File: src/rtl/clcd_pkg.sv
`timescale 1ns / 1ps
// ----------------------------------------------------------------------------
// clcd_pkg
// Shared types, command codes and constants of the character LCD terminal
// sequencer.
// ----------------------------------------------------------------------------
package clcd_pkg;

    localparam int MAX_COLS   = 20;
    localparam int MAX_ROWS   = 4;
    localparam int MAX_PARAMS = 4;

    localparam int CFG_IDX_W  = 3;
    localparam int CFG_DATA_W = 28;
    localparam int M_DATA_W   = 24;

    localparam logic [CFG_IDX_W-1:0] REG_COLUMNS      = 3'd0;
    localparam logic [CFG_IDX_W-1:0] REG_ROW_COUNT    = 3'd1;
    localparam logic [CFG_IDX_W-1:0] REG_ROW_STARTS   = 3'd2;
    localparam logic [CFG_IDX_W-1:0] REG_CURSOR_SHOWN = 3'd3;
    localparam logic [CFG_IDX_W-1:0] REG_CURSOR_BLINK = 3'd4;

    localparam logic [27:0] ROW_STARTS_RESET = 28'd176496640;

    localparam logic [7:0] CMD_SET_ADDR = 8'h80;
    localparam logic [7:0] CMD_CLEAR    = 8'h01;
    localparam logic [7:0] CMD_HOME     = 8'h02;

    localparam logic [10:0] WAIT_INSTR = 11'd37;
    localparam logic [10:0] WAIT_DATA  = 11'd41;
    localparam logic [10:0] WAIT_CLEAR = 11'd1677;

    localparam logic [5:0] TAB_STEP = 6'd4;

    localparam logic [7:0] CH_TAB      = 8'h09;
    localparam logic [7:0] CH_LF       = 8'h0A;
    localparam logic [7:0] CH_CR       = 8'h0D;
    localparam logic [7:0] CH_ESC      = 8'h1B;
    localparam logic [7:0] CH_SPACE    = 8'h20;
    localparam logic [7:0] CH_ZERO     = 8'h30;
    localparam logic [7:0] CH_NINE     = 8'h39;
    localparam logic [7:0] CH_SEMI     = 8'h3B;
    localparam logic [7:0] CH_H        = 8'h48;
    localparam logic [7:0] CH_J        = 8'h4A;
    localparam logic [7:0] CH_LBRACKET = 8'h5B;

    typedef enum logic [2:0] {
        EM_NONE,
        EM_CLEAR,
        EM_HOME,
        EM_ADDR,
        EM_SPACE,
        EM_CHAR
    } emit_t;

    typedef enum logic [2:0] {
        CUR_NONE,
        CUR_HOME,
        CUR_NEXT_ROW,
        CUR_COL0,
        CUR_INC,
        CUR_TAB,
        CUR_SET
    } cur_op_t;

    typedef enum logic [2:0] {
        K_ESC_SEQ,
        K_CR,
        K_LF,
        K_ESC,
        K_TAB,
        K_CHAR
    } kind_t;

    typedef enum logic [1:0] {
        ACT_NONE,
        ACT_CLEAR,
        ACT_SET
    } esc_act_t;

    // Commands from the sequencer to the datapath.
    typedef struct packed {
        logic    load;
        emit_t   emit;
        cur_op_t cur_op;
        logic    last;
        logic    esc_step;
        logic    esc_enter;
        logic    nlp_set;
        logic    nlp_clr;
        logic    sp_clr;
    } dp_cmd_t;

    // Status from the datapath to the sequencer.
    typedef struct packed {
        kind_t    kind;
        esc_act_t act;
        logic     main_emits;
        logic     pre_clear;
        logic     pre_newline;
        logic     lf_now;
        logic     wrap;
        logic     space_last;
        logic     out_free;
    } dp_stat_t;

    // Value modulo a row count of 1 to 4. Three rows use a reciprocal multiply
    // with one correction step.
    function automatic logic [1:0] mod_rows(input logic [8:0] v, input logic [2:0] rows);
        logic [19:0] prod;
        logic [8:0]  q;
        logic [8:0]  r;
        logic [1:0]  res;
        prod = {11'd0, v} * 20'd683;
        q    = prod[19:11];
        r    = v - 9'(q * 9'd3);
        if (r >= 9'd3) begin
            r = r - 9'd3;
        end
        case (rows)
            3'd1:    res = 2'd0;
            3'd2:    res = {1'b0, v[0]};
            3'd3:    res = r[1:0];
            default: res = v[1:0];
        endcase
        return res;
    endfunction

endpackage

File: src/rtl/char_lcd_terminal_sequencer.sv
`timescale 1ns / 1ps
// ----------------------------------------------------------------------------
// char_lcd_terminal_sequencer
// Text stream to character LCD bus transfers with cursor and escape handling.
// ----------------------------------------------------------------------------
// One character is taken at a time. Each character passes in order through
// the latch, the pre-write clear check (which also carries the clear
// transfer when one is due), the deferred newline check and the dispatch on
// the character kind. After that the sequencer steps through one bus transfer
// a state while the output side keeps up, with a cursor-move state ahead of
// the address transfer of a wrap, a set-cursor sequence or a newline. A
// newline that is carried out adds a row move and 23 transfers at a 20-column
// width. The pace is set by the single output register, which takes one
// transfer per cycle while the output side keeps up, and the sequencer, which
// steps through one transfer per state. Output stalls hold the sequencer in
// place. tdata of each result carries the LCD byte in bits 7:0 and the wait in
// microseconds in bits 18:8.
// ----------------------------------------------------------------------------
module char_lcd_terminal_sequencer (
    input  logic                                aclk,
    input  logic                                aresetn,
    // Configuration write channel.
    input  logic                                cfg_valid,
    output logic                                cfg_ready,
    input  logic [clcd_pkg::CFG_IDX_W-1:0]      cfg_index,
    input  logic [clcd_pkg::CFG_DATA_W-1:0]     cfg_data,
    // Character input.
    input  logic                                s_tvalid,
    output logic                                s_tready,
    input  logic [7:0]                          s_tdata,   // char_code
    input  logic [1:0]                          s_tuser,   // first_of_write, pending_clear
    input  logic                                s_tlast,   // last_of_write
    // Bus transfer output.
    output logic                                m_tvalid,
    input  logic                                m_tready,
    output logic [clcd_pkg::M_DATA_W-1:0]       m_tdata,   // bus_byte, wait_us, zero pad
    output logic [0:0]                          m_tuser,   // to_data_register
    output logic                                m_tlast    // last
);
    import clcd_pkg::*;

    dp_cmd_t  cmd;
    dp_stat_t stat;

    clcd_ctrl u_ctrl (
        .aclk     (aclk),
        .aresetn  (aresetn),
        .s_tvalid (s_tvalid),
        .s_tready (s_tready),
        .stat     (stat),
        .cmd      (cmd)
    );

    clcd_dp u_dp (
        .aclk      (aclk),
        .aresetn   (aresetn),
        .cfg_valid (cfg_valid),
        .cfg_ready (cfg_ready),
        .cfg_index (cfg_index),
        .cfg_data  (cfg_data),
        .s_tdata   (s_tdata),
        .s_tuser   (s_tuser),
        .s_tlast   (s_tlast),
        .m_tvalid  (m_tvalid),
        .m_tready  (m_tready),
        .m_tdata   (m_tdata),
        .m_tuser   (m_tuser),
        .m_tlast   (m_tlast),
        .cmd       (cmd),
        .stat      (stat)
    );

    // One character at a time: the input closes right after it accepts a character.
    a_one_item: assert property (@(posedge aclk) disable iff (!aresetn)
        s_tvalid && s_tready |=> !s_tready)
        else $error("input accepted while a character was in progress");

    // Instruction transfers are address, clear or home commands.
    a_instr_code: assert property (@(posedge aclk) disable iff (!aresetn)
        m_tvalid && !m_tuser[0] |->
            (m_tdata[7] || m_tdata[7:0] == CMD_CLEAR || m_tdata[7:0] == CMD_HOME))
        else $error("unexpected instruction byte");

    // Waits follow the transfer kind.
    a_wait_kind: assert property (@(posedge aclk) disable iff (!aresetn)
        m_tvalid |->
            (m_tuser[0] && m_tdata[18:8] == WAIT_DATA) ||
            (!m_tuser[0] && m_tdata[7:0] == CMD_CLEAR && m_tdata[18:8] == WAIT_CLEAR) ||
            (!m_tuser[0] && m_tdata[7:0] != CMD_CLEAR && m_tdata[18:8] == WAIT_INSTR))
        else $error("wait does not match transfer kind");

endmodule

File: src/rtl/clcd_ctrl.sv
`timescale 1ns / 1ps
// ----------------------------------------------------------------------------
// clcd_ctrl
// Sequencer of the terminal: walks each character through pre-write clear,
// deferred newline and the character's own action, at most one bus transfer a step.
// ----------------------------------------------------------------------------
module clcd_ctrl (
    input  logic               aclk,
    input  logic               aresetn,
    input  logic               s_tvalid,
    output logic               s_tready,
    input  clcd_pkg::dp_stat_t stat,
    output clcd_pkg::dp_cmd_t  cmd
);
    import clcd_pkg::*;

    localparam logic [3:0] ST_IDLE   = 4'd0;
    localparam logic [3:0] ST_CLR    = 4'd1;
    localparam logic [3:0] ST_PRE    = 4'd2;
    localparam logic [3:0] ST_MAIN   = 4'd3;
    localparam logic [3:0] ST_CHAR   = 4'd4;
    localparam logic [3:0] ST_WRAP   = 4'd5;
    localparam logic [3:0] ST_ADDR   = 4'd6;
    localparam logic [3:0] ST_JCLR   = 4'd7;
    localparam logic [3:0] ST_JHOME  = 4'd8;
    localparam logic [3:0] ST_SETCUR = 4'd9;
    localparam logic [3:0] ST_NLROW  = 4'd10;
    localparam logic [3:0] ST_NLA1   = 4'd11;
    localparam logic [3:0] ST_NLA2   = 4'd12;
    localparam logic [3:0] ST_NLSP   = 4'd13;
    localparam logic [3:0] ST_NLA3   = 4'd14;

    logic [3:0] state_reg, state_next;
    // Set while the newline being written is the deferred one from a prior write.
    logic       pre_reg, pre_next;
    dp_cmd_t    c;

    assign s_tready = (state_reg == ST_IDLE);

    always_comb begin
        c          = '0;
        state_next = state_reg;
        pre_next   = pre_reg;
        case (state_reg)
            ST_IDLE: begin
                if (s_tvalid) begin
                    c.load     = 1'b1;
                    state_next = ST_CLR;
                end
            end
            ST_CLR: begin
                if (stat.pre_clear) begin
                    c.emit   = EM_CLEAR;
                    c.cur_op = CUR_HOME;
                    c.last   = !stat.pre_newline && !stat.main_emits;
                end
                state_next = ST_PRE;
            end
            ST_PRE: begin
                if (stat.pre_newline) begin
                    c.nlp_clr  = 1'b1;
                    pre_next   = 1'b1;
                    state_next = ST_NLROW;
                end else begin
                    state_next = ST_MAIN;
                end
            end
            ST_MAIN: begin
                case (stat.kind)
                    K_ESC_SEQ: begin
                        c.esc_step = 1'b1;
                        case (stat.act)
                            ACT_CLEAR: state_next = ST_JCLR;
                            ACT_SET:   state_next = ST_SETCUR;
                            default:   state_next = ST_IDLE;
                        endcase
                    end
                    K_CR: begin
                        c.cur_op   = CUR_COL0;
                        state_next = ST_ADDR;
                    end
                    K_LF: begin
                        if (stat.lf_now) begin
                            pre_next   = 1'b0;
                            state_next = ST_NLROW;
                        end else begin
                            c.nlp_set  = 1'b1;
                            state_next = ST_IDLE;
                        end
                    end
                    K_ESC: begin
                        c.esc_enter = 1'b1;
                        state_next  = ST_IDLE;
                    end
                    K_TAB: begin
                        c.cur_op   = CUR_TAB;
                        state_next = ST_ADDR;
                    end
                    default: begin
                        state_next = ST_CHAR;
                    end
                endcase
            end
            ST_CHAR: begin
                c.emit     = EM_CHAR;
                c.cur_op   = CUR_INC;
                c.last     = !stat.wrap;
                state_next = stat.wrap ? ST_WRAP : ST_IDLE;
            end
            ST_WRAP: begin
                c.cur_op   = CUR_NEXT_ROW;
                state_next = ST_ADDR;
            end
            ST_ADDR: begin
                c.emit     = EM_ADDR;
                c.last     = 1'b1;
                state_next = ST_IDLE;
            end
            ST_JCLR: begin
                c.emit     = EM_CLEAR;
                c.cur_op   = CUR_HOME;
                state_next = ST_JHOME;
            end
            ST_JHOME: begin
                c.emit     = EM_HOME;
                c.cur_op   = CUR_HOME;
                c.last     = 1'b1;
                state_next = ST_IDLE;
            end
            ST_SETCUR: begin
                c.cur_op   = CUR_SET;
                state_next = ST_ADDR;
            end
            ST_NLROW: begin
                c.cur_op   = CUR_NEXT_ROW;
                c.sp_clr   = 1'b1;
                state_next = ST_NLA1;
            end
            ST_NLA1: begin
                c.emit     = EM_ADDR;
                state_next = ST_NLA2;
            end
            ST_NLA2: begin
                c.emit     = EM_ADDR;
                state_next = ST_NLSP;
            end
            ST_NLSP: begin
                c.emit = EM_SPACE;
                if (stat.space_last) begin
                    state_next = ST_NLA3;
                end
            end
            ST_NLA3: begin
                c.emit     = EM_ADDR;
                c.last     = pre_reg ? !stat.main_emits : 1'b1;
                state_next = pre_reg ? ST_MAIN : ST_IDLE;
            end
            default: begin
                state_next = ST_IDLE;
            end
        endcase

        // A transfer step waits until the output register can take it.
        if (c.emit != EM_NONE && !stat.out_free) begin
            c          = '0;
            state_next = state_reg;
            pre_next   = pre_reg;
        end
    end

    assign cmd = c;

    always_ff @(posedge aclk) begin
        if (!aresetn) begin
            state_reg <= ST_IDLE;
            pre_reg   <= 1'b0;
        end else begin
            state_reg <= state_next;
            pre_reg   <= pre_next;
        end
    end

endmodule

File: src/rtl/clcd_dp.sv
`timescale 1ns / 1ps
// ----------------------------------------------------------------------------
// clcd_dp
// Datapath of the terminal: configuration registers, cursor, escape parser,
// character latch and the output register of the transfer stream.
// ----------------------------------------------------------------------------
module clcd_dp (
    input  logic                                aclk,
    input  logic                                aresetn,
    input  logic                                cfg_valid,
    output logic                                cfg_ready,
    input  logic [clcd_pkg::CFG_IDX_W-1:0]      cfg_index,
    input  logic [clcd_pkg::CFG_DATA_W-1:0]     cfg_data,
    input  logic [7:0]                          s_tdata,
    input  logic [1:0]                          s_tuser,
    input  logic                                s_tlast,
    output logic                                m_tvalid,
    input  logic                                m_tready,
    output logic [clcd_pkg::M_DATA_W-1:0]       m_tdata,
    output logic [0:0]                          m_tuser,
    output logic                                m_tlast,
    input  clcd_pkg::dp_cmd_t                   cmd,
    output clcd_pkg::dp_stat_t                  stat
);
    import clcd_pkg::*;

    // Configuration.
    logic [4:0]  columns_reg;
    logic [2:0]  row_count_reg;
    logic [27:0] row_starts_reg;
    logic        cursor_shown_reg;
    logic        cursor_blink_reg;

    // Cursor and deferred newline.
    logic [1:0]  row_reg, row_next;
    logic [4:0]  col_reg, col_next;
    logic        nlp_reg;

    // Escape parser.
    logic        esc_reg;
    logic        in_params_reg;
    logic [7:0]  dv_reg;
    logic        seen_reg;
    logic [2:0]  pc_reg;
    logic        err_reg;
    logic [7:0]  pv0_reg;
    logic [7:0]  pv1_reg;
    logic [7:0]  tr_reg;
    logic [7:0]  tc_reg;

    // Latched character.
    logic [7:0]  ch_reg;
    logic        first_reg;
    logic        lastw_reg;
    logic        dirty_reg;

    logic [4:0]  sp_cnt_reg;

    logic        m_valid_reg;
    logic        m_dr_reg;
    logic [7:0]  m_byte_reg;
    logic [10:0] m_wait_reg;
    logic        m_last_reg;

    logic [4:0]  ecols;
    logic [2:0]  erows;
    logic        cursor_off;
    logic        is_digit;
    logic [11:0] digit_t;
    logic [7:0]  digit_sat;
    logic        close_store;
    logic        close_err;
    logic        err_n;
    logic [2:0]  pc_n;
    logic [7:0]  pv0_n;
    logic [7:0]  pv1_n;
    esc_act_t    act;
    kind_t       kind;
    logic        main_emits;
    logic [6:0]  row_start;
    logic [6:0]  addr_sum;
    logic [1:0]  row_adv;
    logic [5:0]  tab_col;
    logic        out_free;
    logic        fire;
    logic [7:0]  em_byte;
    logic [10:0] em_wait;
    logic        em_dr;

    assign cfg_ready = 1'b1;

    assign ecols = (columns_reg == 5'd0) ? 5'd1 :
                   (columns_reg > 5'(MAX_COLS)) ? 5'(MAX_COLS) : columns_reg;
    assign erows = (row_count_reg == 3'd0) ? 3'd1 :
                   (row_count_reg > 3'(MAX_ROWS)) ? 3'(MAX_ROWS) : row_count_reg;
    assign cursor_off = !cursor_shown_reg && !cursor_blink_reg;

    // Escape parameter arithmetic.
    assign is_digit    = ch_reg inside {[CH_ZERO:CH_NINE]};
    assign digit_t     = ({4'd0, dv_reg} << 3) + ({4'd0, dv_reg} << 1) + {8'd0, ch_reg[3:0]};
    assign digit_sat   = (digit_t > 12'd255) ? 8'd255 : digit_t[7:0];
    assign close_store = seen_reg && (pc_reg < 3'(MAX_PARAMS));
    assign close_err   = seen_reg && (pc_reg >= 3'(MAX_PARAMS));
    assign err_n       = err_reg || close_err;
    assign pc_n        = close_store ? pc_reg + 3'd1 : pc_reg;
    assign pv0_n       = (close_store && pc_reg == 3'd0) ? dv_reg : pv0_reg;
    assign pv1_n       = (close_store && pc_reg == 3'd1) ? dv_reg : pv1_reg;

    // A final byte acts only when the parameter list closed without error.
    always_comb begin
        act = ACT_NONE;
        if (esc_reg && in_params_reg && !is_digit && ch_reg != CH_SEMI && !err_n) begin
            if (ch_reg == CH_J && pc_n == 3'd1 && pv0_n == 8'd2) begin
                act = ACT_CLEAR;
            end else if (ch_reg == CH_H && pc_n == 3'd2) begin
                act = ACT_SET;
            end
        end
    end

    always_comb begin
        if (esc_reg) begin
            kind = K_ESC_SEQ;
        end else begin
            case (ch_reg)
                CH_CR:   kind = K_CR;
                CH_LF:   kind = K_LF;
                CH_ESC:  kind = K_ESC;
                CH_TAB:  kind = K_TAB;
                default: kind = K_CHAR;
            endcase
        end
    end

    always_comb begin
        case (kind)
            K_ESC_SEQ: main_emits = (act != ACT_NONE);
            K_LF:      main_emits = cursor_off && !lastw_reg;
            K_ESC:     main_emits = 1'b0;
            default:   main_emits = 1'b1;
        endcase
    end

    assign out_free = !m_valid_reg || m_tready;

    assign stat.kind        = kind;
    assign stat.act         = act;
    assign stat.main_emits  = main_emits;
    assign stat.pre_clear   = first_reg && dirty_reg;
    assign stat.pre_newline = first_reg && cursor_off && nlp_reg;
    assign stat.lf_now      = cursor_off && !lastw_reg;
    assign stat.wrap        = (col_reg + 5'd1) >= ecols;
    assign stat.space_last  = (sp_cnt_reg == ecols - 5'd1);
    assign stat.out_free    = out_free;

    // Display RAM address of the cursor.
    always_comb begin
        case (row_reg)
            2'd0:    row_start = row_starts_reg[6:0];
            2'd1:    row_start = row_starts_reg[13:7];
            2'd2:    row_start = row_starts_reg[20:14];
            default: row_start = row_starts_reg[27:21];
        endcase
    end
    assign addr_sum = row_start + {2'd0, col_reg};

    assign row_adv = mod_rows({7'd0, row_reg} + 9'd1, erows);
    assign tab_col = {1'b0, col_reg} + TAB_STEP;

    always_comb begin
        row_next = row_reg;
        col_next = col_reg;
        case (cmd.cur_op)
            CUR_HOME: begin
                row_next = 2'd0;
                col_next = 5'd0;
            end
            CUR_NEXT_ROW: begin
                row_next = row_adv;
                col_next = 5'd0;
            end
            CUR_COL0: begin
                col_next = 5'd0;
            end
            CUR_INC: begin
                col_next = col_reg + 5'd1;
            end
            CUR_TAB: begin
                if (tab_col >= {1'b0, ecols}) begin
                    row_next = row_adv;
                    col_next = 5'd0;
                end else begin
                    col_next = tab_col[4:0];
                end
            end
            CUR_SET: begin
                // A column past the width moves to the start of the next row.
                if (tc_reg >= {3'd0, ecols}) begin
                    row_next = mod_rows({1'b0, tr_reg} + 9'd1, erows);
                    col_next = 5'd0;
                end else begin
                    row_next = (tr_reg >= {5'd0, erows}) ? 2'd0 : tr_reg[1:0];
                    col_next = tc_reg[4:0];
                end
            end
            default: begin
                row_next = row_reg;
                col_next = col_reg;
            end
        endcase
    end

    always_comb begin
        em_dr   = 1'b0;
        em_byte = CMD_SET_ADDR | {1'b0, addr_sum};
        em_wait = WAIT_INSTR;
        case (cmd.emit)
            EM_CLEAR: begin
                em_byte = CMD_CLEAR;
                em_wait = WAIT_CLEAR;
            end
            EM_HOME: begin
                em_byte = CMD_HOME;
            end
            EM_SPACE: begin
                em_dr   = 1'b1;
                em_byte = CH_SPACE;
                em_wait = WAIT_DATA;
            end
            EM_CHAR: begin
                em_dr   = 1'b1;
                em_byte = ch_reg;
                em_wait = WAIT_DATA;
            end
            default: begin
                em_dr = 1'b0;
            end
        endcase
    end

    assign fire = (cmd.emit != EM_NONE);

    always_ff @(posedge aclk) begin
        if (!aresetn) begin
            columns_reg      <= 5'(MAX_COLS);
            row_count_reg    <= 3'(MAX_ROWS);
            row_starts_reg   <= ROW_STARTS_RESET;
            cursor_shown_reg <= 1'b1;
            cursor_blink_reg <= 1'b1;
        end else if (cfg_valid) begin
            case (cfg_index)
                REG_COLUMNS:      columns_reg      <= cfg_data[4:0];
                REG_ROW_COUNT:    row_count_reg    <= cfg_data[2:0];
                REG_ROW_STARTS:   row_starts_reg   <= cfg_data;
                REG_CURSOR_SHOWN: cursor_shown_reg <= cfg_data[0];
                REG_CURSOR_BLINK: cursor_blink_reg <= cfg_data[0];
                default:          columns_reg      <= columns_reg;
            endcase
        end
    end

    always_ff @(posedge aclk) begin
        if (!aresetn) begin
            row_reg <= 2'd0;
            col_reg <= 5'd0;
            nlp_reg <= 1'b0;
        end else begin
            row_reg <= row_next;
            col_reg <= col_next;
            if (cmd.nlp_set) begin
                nlp_reg <= 1'b1;
            end else if (cmd.nlp_clr) begin
                nlp_reg <= 1'b0;
            end
        end
    end

    always_ff @(posedge aclk) begin
        if (!aresetn) begin
            esc_reg       <= 1'b0;
            in_params_reg <= 1'b0;
            dv_reg        <= 8'd0;
            seen_reg      <= 1'b0;
            pc_reg        <= 3'd0;
            err_reg       <= 1'b0;
            pv0_reg       <= 8'd0;
            pv1_reg       <= 8'd0;
        end else if (cmd.esc_enter) begin
            esc_reg <= 1'b1;
        end else if (cmd.esc_step) begin
            if (!in_params_reg) begin
                if (ch_reg == CH_LBRACKET) begin
                    in_params_reg <= 1'b1;
                end
            end else if (is_digit) begin
                dv_reg   <= digit_sat;
                seen_reg <= 1'b1;
            end else if (ch_reg == CH_SEMI) begin
                err_reg <= err_n;
                pc_reg  <= pc_n;
                pv0_reg <= pv0_n;
                pv1_reg <= pv1_n;
                if (close_store) begin
                    dv_reg   <= 8'd0;
                    seen_reg <= 1'b0;
                end
            end else begin
                esc_reg       <= 1'b0;
                in_params_reg <= 1'b0;
                dv_reg        <= 8'd0;
                seen_reg      <= 1'b0;
                pc_reg        <= 3'd0;
                err_reg       <= 1'b0;
                pv0_reg       <= 8'd0;
                pv1_reg       <= 8'd0;
            end
        end
    end

    // Cursor target of a set-cursor sequence, captured as the parser clears.
    always_ff @(posedge aclk) begin
        if (cmd.esc_step) begin
            tr_reg <= pv0_n;
            tc_reg <= pv1_n;
        end
    end

    always_ff @(posedge aclk) begin
        if (cmd.load) begin
            ch_reg    <= s_tdata;
            first_reg <= s_tuser[0];
            dirty_reg <= s_tuser[1];
            lastw_reg <= s_tlast;
        end
    end

    always_ff @(posedge aclk) begin
        if (cmd.sp_clr) begin
            sp_cnt_reg <= 5'd0;
        end else if (cmd.emit == EM_SPACE) begin
            sp_cnt_reg <= sp_cnt_reg + 5'd1;
        end
    end

    always_ff @(posedge aclk) begin
        if (!aresetn) begin
            m_valid_reg <= 1'b0;
        end else if (fire) begin
            m_valid_reg <= 1'b1;
        end else if (m_tready) begin
            m_valid_reg <= 1'b0;
        end
    end

    always_ff @(posedge aclk) begin
        if (fire) begin
            m_dr_reg   <= em_dr;
            m_byte_reg <= em_byte;
            m_wait_reg <= em_wait;
            m_last_reg <= cmd.last;
        end
    end

    assign m_tvalid = m_valid_reg;
    assign m_tdata  = {5'd0, m_wait_reg, m_byte_reg};
    assign m_tuser  = m_dr_reg;
    assign m_tlast  = m_last_reg;

endmodule

File: config.mk
export PLATFORM = sky130hd
export DESIGN_NAME = char_lcd_terminal_sequencer
export DESIGN_NICKNAME = d
export VERILOG_FILES = /design/src/rtl/clcd_pkg.sv /design/src/rtl/char_lcd_terminal_sequencer.sv /design/src/rtl/clcd_ctrl.sv /design/src/rtl/clcd_dp.sv
export SDC_FILE = /design/constraint.sdc
export NUM_CORES = 1
export LEC_CHECK = 0
export BUFFER_PORTS_ARGS = -buffer_cell sky130_fd_sc_hd__buf_2
export CORE_MARGIN = 2
export CORE_UTILIZATION = 47
export CTS_CLUSTER_DIAMETER = 200
export DETAILED_ROUTE_END_ITERATION = 7
export PLACE_DENSITY_LB_ADDON = 0.1
export SLEW_MARGIN = 20
export SYNTH_ARGS = -nofsm -noshare
export SYNTH_HDL_FRONTEND = slang
export SYNTH_HIERARCHICAL = 1
export SYNTH_SLANG_ARGS = --single-unit
File: constraint.sdc
create_clock -name aclk -period 20.5 [get_ports aclk]
set_input_delay 1.025 -clock aclk [delete_from_list [all_inputs] [get_ports aclk]]
set_output_delay 1.025 -clock aclk [all_outputs]
set_load 0.01 [all_outputs]
# After elaboration in Yosys (flattened, before gate mapping)

Cells that the tools add are included.

$add $sub $neg: 14
Multipliers: 4
$lt $le $gt $ge: 13
Equality and inequality tests: 62
Multiplexer cells: 82
Bitwise logic cells: 3
Reductions and logical operators: 68

Operator list:

| operator              | number |
|---|---|
| $mux 8                | 8 |
| $pmux 4 s12           | 1 |
| $mul 9x10->19 const B | 2 |
| $pmux 3 s6            | 2 |
| $pmux 8 s4            | 1 |
| $mux 1                | 31 |
| $eq 3x2->1 const B    | 10 |
| $eq 4x4->1 const B    | 7 |
| $mux 5                | 5 |
| $eq 8x4->1 const B    | 3 |
| $eq 8x7->1 const B    | 3 |
| $pmux 11 s2           | 1 |
| $eq 3x1->1 const B    | 7 |
| $eq 3x3->1 const B    | 7 |
| $mux 3                | 7 |
| $pmux 7 s3            | 1 |
| $pmux 5 s4            | 1 |
| $logic_and 1x1->1     | 19 |
| $ge 9x2->1 const B    | 2 |
| $mul 8x2->9 const B   | 2 |
| $mux 2                | 9 |
| $eq 4x3->1 const B    | 4 |
| $mux 4                | 4 |
| $pmux 4 s4            | 1 |
| other kinds (61)      | 108 |

Register bits after elaboration: 136
Input port bits: 47
Word-level logic and storage cells: 276

# Logic depth before layout (Yosys ltp)

Gate-level depths: netlist of run 1.

Word-level depth: 20
Mapped depth: 34
Mapped depth without buffers: 34

# By module

Netlist of run 1, hierarchy kept.

By module, submodules not included:

| module    | instances | cells each | area an instance (sq um) | sequential area each (sq um) |
|---|---|---|---|---|
| clcd_dp   | 1         | 965        | 8936.1                   | 2892.8 |
| clcd_ctrl | 1         | 121        | 905.9                    | 100.1 |

# Worst setup path after synthesis of run 1

Ideal clock, no wire load.

Path type: flip-flop to flip-flop
From: register u_dp.tr_reg[2]
To: register u_dp.row_reg[0]
Library setup time: 0.073 ns
Arrival time: 7.408 ns
Setup slack: 13.019 ns
Stages on the path, launching flop included: 31
Buffers on the path: 0
Cell sequence: edfxtp_1 -> nand3_1 -> nor2_1 -> nand3_1 -> xnor2_1 -> ha_1 -> xor2_1 -> ha_1 -> fa_1 -> inv_1 -> fa_1 -> inv_1 -> ha_1 -> a211oi_2 -> nand2_1 -> a31oi_2 -> o31ai_2 -> and2_2 -> o21a_1 -> o21ai_0 -> nand2b_1 -> xnor2_1 -> fa_1 -> ha_1 -> or3_1 -> o211ai_1 -> xnor2_1 -> xnor3_1 -> or3b_4 -> or4_4 -> o211ai_2

Word-level cells in the longest chain between the ends: 9

Ends and longest elaborated chain:

| item                                      | RTL line                         | text |
|---|---|---|
| start: declaration                        | clcd_dp.sv:48                    | `logic [7:0] tr_reg;` |
| start signal: assignment                  | clcd_dp.sv:323                   | `tr_reg <= pv0_n;` |
| $add 8x1->9                               | clcd_dp.sv:199                   | `row_next = mod_rows({1'b0, tr_reg} + 9'd1, erows);` |
| $mul 9x10->19                             | clcd_pkg.sv:114                  | `prod = {11'd0, v} * 20'd683;` |
| $mul 8x2->9                               | clcd_pkg.sv:116                  | `r = v - 9'(q * 9'd3);` |
| $sub 9x9->9                               | clcd_pkg.sv:116                  |  |
| $ge 9x2->1 or $sub 2x2->2 (tied branches) | clcd_pkg.sv:117, clcd_pkg.sv:118 |  |
| $mux 2                                    | clcd_pkg.sv:117                  | `if (r >= 9'd3) begin` |
| $pmux 2 s3                                | clcd_pkg.sv:120                  | `case (rows)` |
| $mux 2 *                                  | clcd_dp.sv:198                   | `if (tc_reg >= {3'd0, ecols}) begin` |
| $pmux 2 s4 *                              | clcd_dp.sv:173                   | `case (cmd.cur_op)` |
| end signal: assignment                    | clcd_dp.sv:268                   | `row_reg <= row_next;` |
| end: declaration                          | clcd_dp.sv:35                    | `logic [1:0] row_reg, row_next;` |

Every way passes the cells marked *; elsewhere a longest branch is shown, timed or not.
A chain may end at the register's enable or synchronous reset.

# Worst setup path after layout of run 1

Same ends and word-level chain as after synthesis.

==> summary.txt, run 1 <==
Max Clock Skew - 11.3 ps
Proportion of synthesized area in mux cells - 4.26%
Share of cells above drive strength 1 - 13.0%
Die extent in x - 149 um
# IOs - 76
Placer congestion estimate - 0.874
H-tree depth - 4
Critical path capture point type - flip-flop
Leakage - 4.68 nW
First-pass GRT wire length - 37800 um
Yosys warnings - 6
Arr. time, crit path - 8390 ps
Post-synthesis xor/xnor area fraction - 4.41%
Most frequent cells in the layout - 125 x nand2_1, 105 x ha_1, 89 x inv_1, 88 x dfxtp_1, 64 x buf_2
Area grow syn2layout - 10.7%
Worst skew pair latency - 420 ps
IO buf count - 64
Worst EP required - 20840 ps
Root Driver - clkbuf_16
Synth Area in Compound Gates - 16.4%
Reg area - 2990 um^2
Reg power frac - 40.2%
Clock-pin slew on the worst setup and hold paths - 60 ps
Setup repair bufs after CTS - 0
Final hold violations - 0
Finished Cell Area - 10900 um^2
Setup violations, final - 0
Internal Power - 0.563 mW
Post-synthesis adder-cell area fraction - 19.2%
Clk pwr share - 36.4%
Status - completed
CTS sink cnt - 129
Critical path class - flip-flop to flip-flop
Sw Pwr - 0.271 mW
Fmax - 124 MHz
Vias - 7729
Post-synth ARST share - 0%
Placed Area - 10300 um^2
Synth cell types - 84
Combinational share of power - 23.4%
WL per Instance - 16.5 um
Actual slew at the worst max-slew pin - 856 ps
Synth Area in Simple Gates - 18.4%
Reg2reg setup slack - 12450 ps
Critical path's most frequent cell - ha_1
Post-layout min period - 8050 ps
# hold bufs at CTS - 0
Routed Antenna Nets - 0
CORE AREA - 20400 um^2
# diodes - 0
Maxcap violations - 0
Largest net degree at the start of global routing - 68
Die area - 22100 um^2
Max incr delay on CP - 690 ps
VDD IR max - 0.0707 mV
Synth Cell Area - 9840 um^2
Post-synth EDFFs - 41
NumNets Final - 1316
Pwr/cell area - 76.5 nW/um^2
Initial antenna violation count - 0
Commonest non-fill, non-tap cell in the layout - nand2_1
First DRT Iteration DRCs - 482
Final max-slew violation count - 0
Worst-path fanout max - 6
Max transition margin - 42.5%
Residual DRC count - 0
Post-CTS Resized - 0
#FFs+latches synth - 129
CTS buffer count - 17
Vias in the first global route - 7341
Post-synthesis sequential area ratio - 30.4%
Max FFs per register - 28
Final WL - 23400 um
Largest family of logic cells by synthesized area - adder cells
Total Neg Setup Slack - 0 ps
Min-delay worst type - flip-flop to flip-flop
HPWL after detailed placement - 17800 um
Crit-path slowest cell - xnor2_1
Fill cell count - 1919
Vias per inst - 5.45
Multi-input combinational cell area - 6240 um^2
Max clock buf depth - 2
GR Overflow Total - 0
CP Launch Type - flip-flop
Initial Utilization - 48.3%
Die Span Y - 149 um
First drt pass iteration count - 6
Tcrit/Tclk final - 39.3%
Number of cell rows - 52
Syn Area/Cell - 9.06 um^2
Total track usage - 21.6%
Syn Inst Count - 1086
Dominant synthesized flop cell - dfxtp_1
TritonCTS clock tree - done
Sw frac - 32.5%
RSZ-0062 raised after global routing - false
==> path summary, 6_finish.rpt <==
path,from,end,cells past startpoint
hold reg to reg,u_dp/row_starts_reg[21]$_SDFFE_PN0P_,u_dp/row_starts_reg[21]$_SDFFE_PN0P_,2
hold / removal,u_dp/row_starts_reg[21]$_SDFFE_PN0P_,u_dp/row_starts_reg[21]$_SDFFE_PN0P_,2
setup / recovery,u_dp/tr_reg[2]$_DFFE_PP_,u_dp/row_reg[0]$_SDFFE_PN0P_,30
setup reg to reg,u_dp/tr_reg[2]$_DFFE_PP_,u_dp/row_reg[0]$_SDFFE_PN0P_,30
==> cells in the mapped netlist, drive strengths merged (24+ instances only) <==
master  instances  area, um^2
nand2         126         475
ha            105        1310
inv            89         334
dfxtp          88        1760
nor2           53         199
o21ai          45         225
a21oi          43         215
nor2b          42         263
edfxtp         41        1230
a21boi         35         263
clkbuf         32         160
fa             29         581
xnor2          28         245
mux2i          25         250
nand3          24         120
==> worst max-delay path, delay by kind of cell (launching register included) <==
| family | cells | cell delay (ps) |
|---|---|---|
| DFF | 1 | 420 |
| adders and majority gates | 7 | 2760 |
| AOI/OAI and AO/OA | 7 | 1120 |
| buffers and inverters | 2 | 90 |
| and+or+nand+nor | 9 | 2040 |
| xor gates and xnor gates | 5 | 1550 |
==> power groups by stage <==
| stage | sequential, mW | combinational (mW) | clock (mW) |
|---|---|---|---|
| 6_report | 0.335 | 0.195 | 0.303 |
| 5_1_grt | 0.339 | 0.215 | 0.320 |
| 4_1_cts | 0.335 | 0.196 | 0.309 |
| 3_5_place_dp | 0.339 | 0.195 | 0 |
| 3_3_place_gp | 0.340 | 0.195 | 0 |
| 2_1_floorplan | 0.328 | 0.146 | 0 |
==> layer usage <==
layer	GRT usage [%]	share of wire (%)	wire length, um	vias to the layer above
li1	-	-	-	3909
met3	2.61	3.0	692	23
met4	7.43	2.1	483	0
met1	29.2	48	11200	3656
met5	0	0	0	-
met2	35.9	47	11000	141
==> cell type report <==
| cell class | instances | share of cell area (%) |
|---|---|---|
| clock buffer | 20 | 4.19 |
| clock inverter | 12 | 1.23 |
| inverter | 89 | 3.07 |
| multi-input combinational | 823 | 57.2 |
| sequential | 129 | 27.5 |
| tap | 270 | 3.10 |
| timing repair buffer | 75 | 3.70 |
==> cells by family (layout without fill, tap and decap cells) <==
logic type / count (synthesis) / in the layout
XOR/XNOR: 48 / 48
adder cells (fa/ha/maj): 134 / 134
AO/OA/AOI/OAI: 231 / 231
flip-flops: 129 / 129
other: 2 / 11
buffers and inverters: 143 / 196
multiplexers: 40 / 40
AND/OR/NAND/NOR: 359 / 359
==> per-stage QoR <==
step                hold WS [ps]  cells  setup WS (ps)  power (mW)  util, %
floorplan                    438   1095          13020       0.474        -
global placement             452   1386          12590       0.534     50.6
detailed placement           458   1386          12420       0.534     50.6
CTS                          467   1418          12390       0.840     53.5
global route                 486   1418          11870       0.875     53.5
finish                       463   1418          12450       0.834     53.5
No activity file was read; power rests on OpenSTA's default activity.
==> run 2: changes to the inputs <==
Settings changed: ABC_AREA from default to 1.
Clock period 20.5 ns to 6.7 ns, I/O delays scaled along.
==> run 2 against run 1 <==
Compared with the run above:
- clock-buffer cell count shrank 2
- non-clock buffer count is 15 higher
- global-route usage down 0.74 points
- hold slack lost 380 ps
- critical endpoint unchanged
- highest routed layer unchanged
- clock skew decreased by 3.4 ps
- critical path type unchanged
- flip-flop and latch count is the same
==> summary.txt, run 2 <==
Status - completed (unchanged)
Leakage - 5.45 nW (was 4.68 nW)
Hold_ws - 86.8 ps (was 463 ps)
First DRT Iteration DRCs - 499 (was 482)
TritonCTS clock tree - done (unchanged)
Final WL - 22600 um (was 23400 um)
# hold bufs at CTS - 0 (unchanged)
Placed cells - 1596 (was 1386)
Worst reg2reg startpoint - u_dp/tr_reg[0]$_DFFE_PP_ (was u_dp/tr_reg[2]$_DFFE_PP_)
Clock-pin slew on the worst setup and hold paths - 60 ps (about the same)
Crit-path slowest cell - fa_1 (was xnor2_1)
# diodes - 0 (unchanged)
Reg2reg setup slack - 370 ps (was 12450 ps)
WL per Instance - 13.8 um (was 16.5 um)
Bufs and invs on worst path - 3 (was 2)
Final hold violations - 0 (unchanged)
Count leader, synth - nand2_1 (unchanged)
Synth cell types - 55 (was 84)
H-tree depth - 4 (unchanged)
Post-synth EDFFs - 41 (unchanged)
Maxcap violations - 0 (unchanged)
IO buf count - 64 (unchanged)
Combinational share of power - 28.8% (was 23.4%)
# IOs - 76 (unchanged)
Worst skew pair latency - 420 ps (about the same)
Syn Inst Count - 1272 (was 1086)
Tcrit/Tclk final - 94.4% (was 39.3%)
Sw Pwr - 0.976 mW (was 0.271 mW)
Worst Hold Path Cells - 1 (was 2)
Max Clock Skew - 7.88 ps (was 11.3 ps)
HPWL after detailed placement - 17200 um (was 17800 um)
Synth Cell Area - 9690 um^2 (was 9840 um^2)
Cell taking the most area after synthesis - dfxtp_1 (unchanged)
Reg area - 2990 um^2 (unchanged)
Final std cells w/o fill - 1637 (was 1418)
Post-synthesis sequential area ratio - 30.9% (was 30.4%)
Top cells by count, synth - 234 x nand2_1, 199 x inv_1, 127 x nor2_1 (was 125 x nand2_1, 105 x ha_1, 89 x inv_1)
Clk pwr share - 32.5% (was 36.4%)
Most frequent cells in the layout - 230 x nand2_1, 194 x inv_1, 125 x nor2_1, 97 x ha_1, 88 x dfxtp_1 (was 125 x nand2_1, 105 x ha_1, 89 x inv_1, 88 x dfxtp_1, 64 x buf_2)
Sw frac - 36.0% (was 32.5%)
Commonest non-fill, non-tap cell in the layout - nand2_1 (unchanged)
First-pass GRT wire length - 36700 um (was 37800 um)
Vias in the first global route - 7609 (was 7341)
GR Overflow Total - 0 (unchanged)
Synth top area share - 18.2% (was 17.9%)
Root Driver - clkbuf_16 (unchanged)
Worst Hold Path EP - u_dp/dirty_reg$_DFFE_PP_ (was u_dp/row_starts_reg[21]$_SDFFE_PN0P_)
Min-delay worst type - input port to flip-flop (was flip-flop to flip-flop)
Arr. time, crit path - 6630 ps (was 8390 ps)
Fill cell count - 1948 (was 1919)
Critical path class - flip-flop to flip-flop (unchanged)
Synth area leaders - dfxtp_1 18%, ha_1 14%, edfxtp_1 13%, nand2_1 9.1%, inv_1 7.7% (was dfxtp_1 18%, ha_1 13%, edfxtp_1 13%, fa_1 5.9%, nand2_1 4.8%)
Worst Hold Launch - s_tuser[1] (was u_dp/row_starts_reg[21]$_SDFFE_PN0P_)
Worst EP required - 7000 ps (was 20840 ps)
Initial antenna violation count - 0 (unchanged)
Internal Power - 1.73 mW (was 0.563 mW)
Max incr delay on CP - 500 ps (was 690 ps)
Worst flop-to-flop path endpoint - u_dp/row_reg[0]$_SDFFE_PN0P_ (unchanged)
Syn Area/Cell - 7.62 um^2 (was 9.06 um^2)
Critical path's most frequent cell - nand2_1 (was ha_1)
VDD IR max - 0.254 mV (was 0.0707 mV)
NumNets Final - 1535 (was 1316)
Critical path capture point type - flip-flop (unchanged)
Yosys warnings - 6 (unchanged)
Largest net degree at the start of global routing - 51 (was 68)
Residual DRC count - 0 (unchanged)
First drt pass iteration count - 5 (was 6)
Max clock buf depth - 2 (unchanged)
CTS sink cnt - 129 (unchanged)
Cells on worst reg2reg path - 36 (was 30)
Die Span Y - 148 um (was 149 um)
Routed Antenna Nets - 0 (unchanged)
Final max-slew violation count - 0 (unchanged)
Max transition margin - 38.9% (was 42.5%)
Post-layout min period - 6330 ps (was 8050 ps)
Worst Setup SP - u_dp/tr_reg[0]$_DFFE_PP_ (was u_dp/tr_reg[2]$_DFFE_PP_)
Reg power frac - 38.7% (was 40.2%)
Number of cell rows - 52 (unchanged)
Total track usage - 20.9% (was 21.6%)
Crit-path leading delay family - adder cells (unchanged)
Actual slew at the worst max-slew pin - 916 ps (was 856 ps)
CTS buffer count - 17 (unchanged)
CORE AREA - 20200 um^2 (was 20400 um^2)
Total Neg Setup Slack - 0 ps (unchanged)
Die area - 21800 um^2 (was 22100 um^2)
Initial Utilization - 47.9% (was 48.3%)
Multi-input combinational cell area - 5950 um^2 (was 6240 um^2)
Placer congestion estimate - 0.873 (was 0.874)
Worst-path fanout max - 5 (was 6)
Area grow syn2layout - 15.3% (was 10.7%)
Vias per inst - 5.06 (was 5.45)
Post-route worst setup slack - 372 ps (was 12450 ps)
Share of cells above drive strength 1 - 15.2% (was 13.0%)
Die extent in x - 148 um (was 149 um)
#FFs+latches synth - 129 (unchanged)
Setup violations, final - 0 (unchanged)
Max FFs per register - 28 (unchanged)
Setup WS pre-CTS - -14.9 ps (was 12420 ps)
Dominant synthesized flop cell - dfxtp_1 (unchanged)
Pwr/cell area - 243 nW/um^2 (was 76.5 nW/um^2)
Post-synth ARST share - 0% (unchanged)
Vias - 8281 (was 7729)
Fmax - 158 MHz (was 124 MHz)
CP Launch Type - flip-flop (unchanged)
-- run 2: cell types whose count changed in the layout (fill, tap and decap cells not counted), moves of 31 or more --
cell | before | now
a21boi_0 | 35 | 1
inv_1 | 89 | 194
nor2b_1 | 42 | 0
nor2_1 | 52 | 125
a21oi_1 | 43 | 74
nand2_1 | 125 | 230
-- run 2: kinds of logic (layout without fill, tap and decap cells) --
logic type / count (synthesis) / in the layout / synth area share [%]
simple gates: 508 / 508 / 23.4
buf+inv: 250 / 336 / 10.5
compound gates: 216 / 216 / 12.7
fa+ha+maj: 134 / 134 / 19.6
flops: 129 / 129 / 30.9
xor+xnor: 33 / 33 / 2.98
other cells: 2 / 11 / 0.0775
-- run 2: worst reg2reg max path: cells and delay by family (launching register included) --
kind                     cells  cell delay, ps
XOR/XNOR                     3             590
flip-flops                   1             400
AO/OA/AOI/OAI                6             880
adder cells (fa/ha/maj)      8            2800
buffers and inverters        3             160
AND/OR/NAND/NOR             16            1420
-- run 2: how the worst max path moves through the flow --
stage | to | slack [ps] | cells past startpoint
5_1_grt | u_dp/row_reg[0]$_SDFFE_PN0P_ | -70 | 36
4_1_cts | u_dp/row_reg[0]$_SDFFE_PN0P_ | 10 | 35
2_1_floorplan | u_dp/row_reg[0]$_SDFFE_PN0P_ | 280 | 35
3_3_place_gp | u_dp/row_reg[0]$_SDFFE_PN0P_ | 80 | 36
3_5_place_dp | u_dp/row_reg[0]$_SDFFE_PN0P_ | -10 | 37
6_report | u_dp/row_reg[0]$_SDFFE_PN0P_ | 370 | 36
-- run 2: power groups by stage --
stage,Clock [mW],Sequential [mW],Combinational [mW]
after floorplan,0,1.07,0.551
after global placement,0,1.06,0.776
after detailed placement,0,1.06,0.778
after CTS,0.902,1.05,0.782
after global routing,0.938,1.06,0.885
final,0.881,1.05,0.780
-- run 2: what timing repair did --
item	in CTS	in global routing
pin swaps	1	35
setup endpoints to repair	2	2
endpoints found under the hold margin	0	0
resized for setup	1	43
setup buffers	0	10
-- run 2: per-layer routing --
layer	vias to the layer above	GRT usage (%)	share of wire, %
met5	-	0	0
met4	0	4.42	0.61
met3	10	3.58	4.4
met2	182	33.3	46
met1	3759	29.8	49
li1	4330	-	-
-- run 2: area by class of cell --
class                      count  share of cell area [%]
tap                          270                    3.02
clock inverter                14                    1.18
timing repair buffer          90                    4.65
multi-input combinational    902                    53.3
inverter                     214                    7.21
sequential                   129                    26.8
clock buffer                  18                    3.84
-- run 2: per-stage QoR --
step	util, %	instance area (um^2)	power, mW
after floorplan	-	9720	1.62
after global placement	51.0	10300	1.84
after detailed placement	51.0	10300	1.84
after CTS	53.7	10900	2.73
after global routing	55.2	11200	2.88
final	55.2	11200	2.71
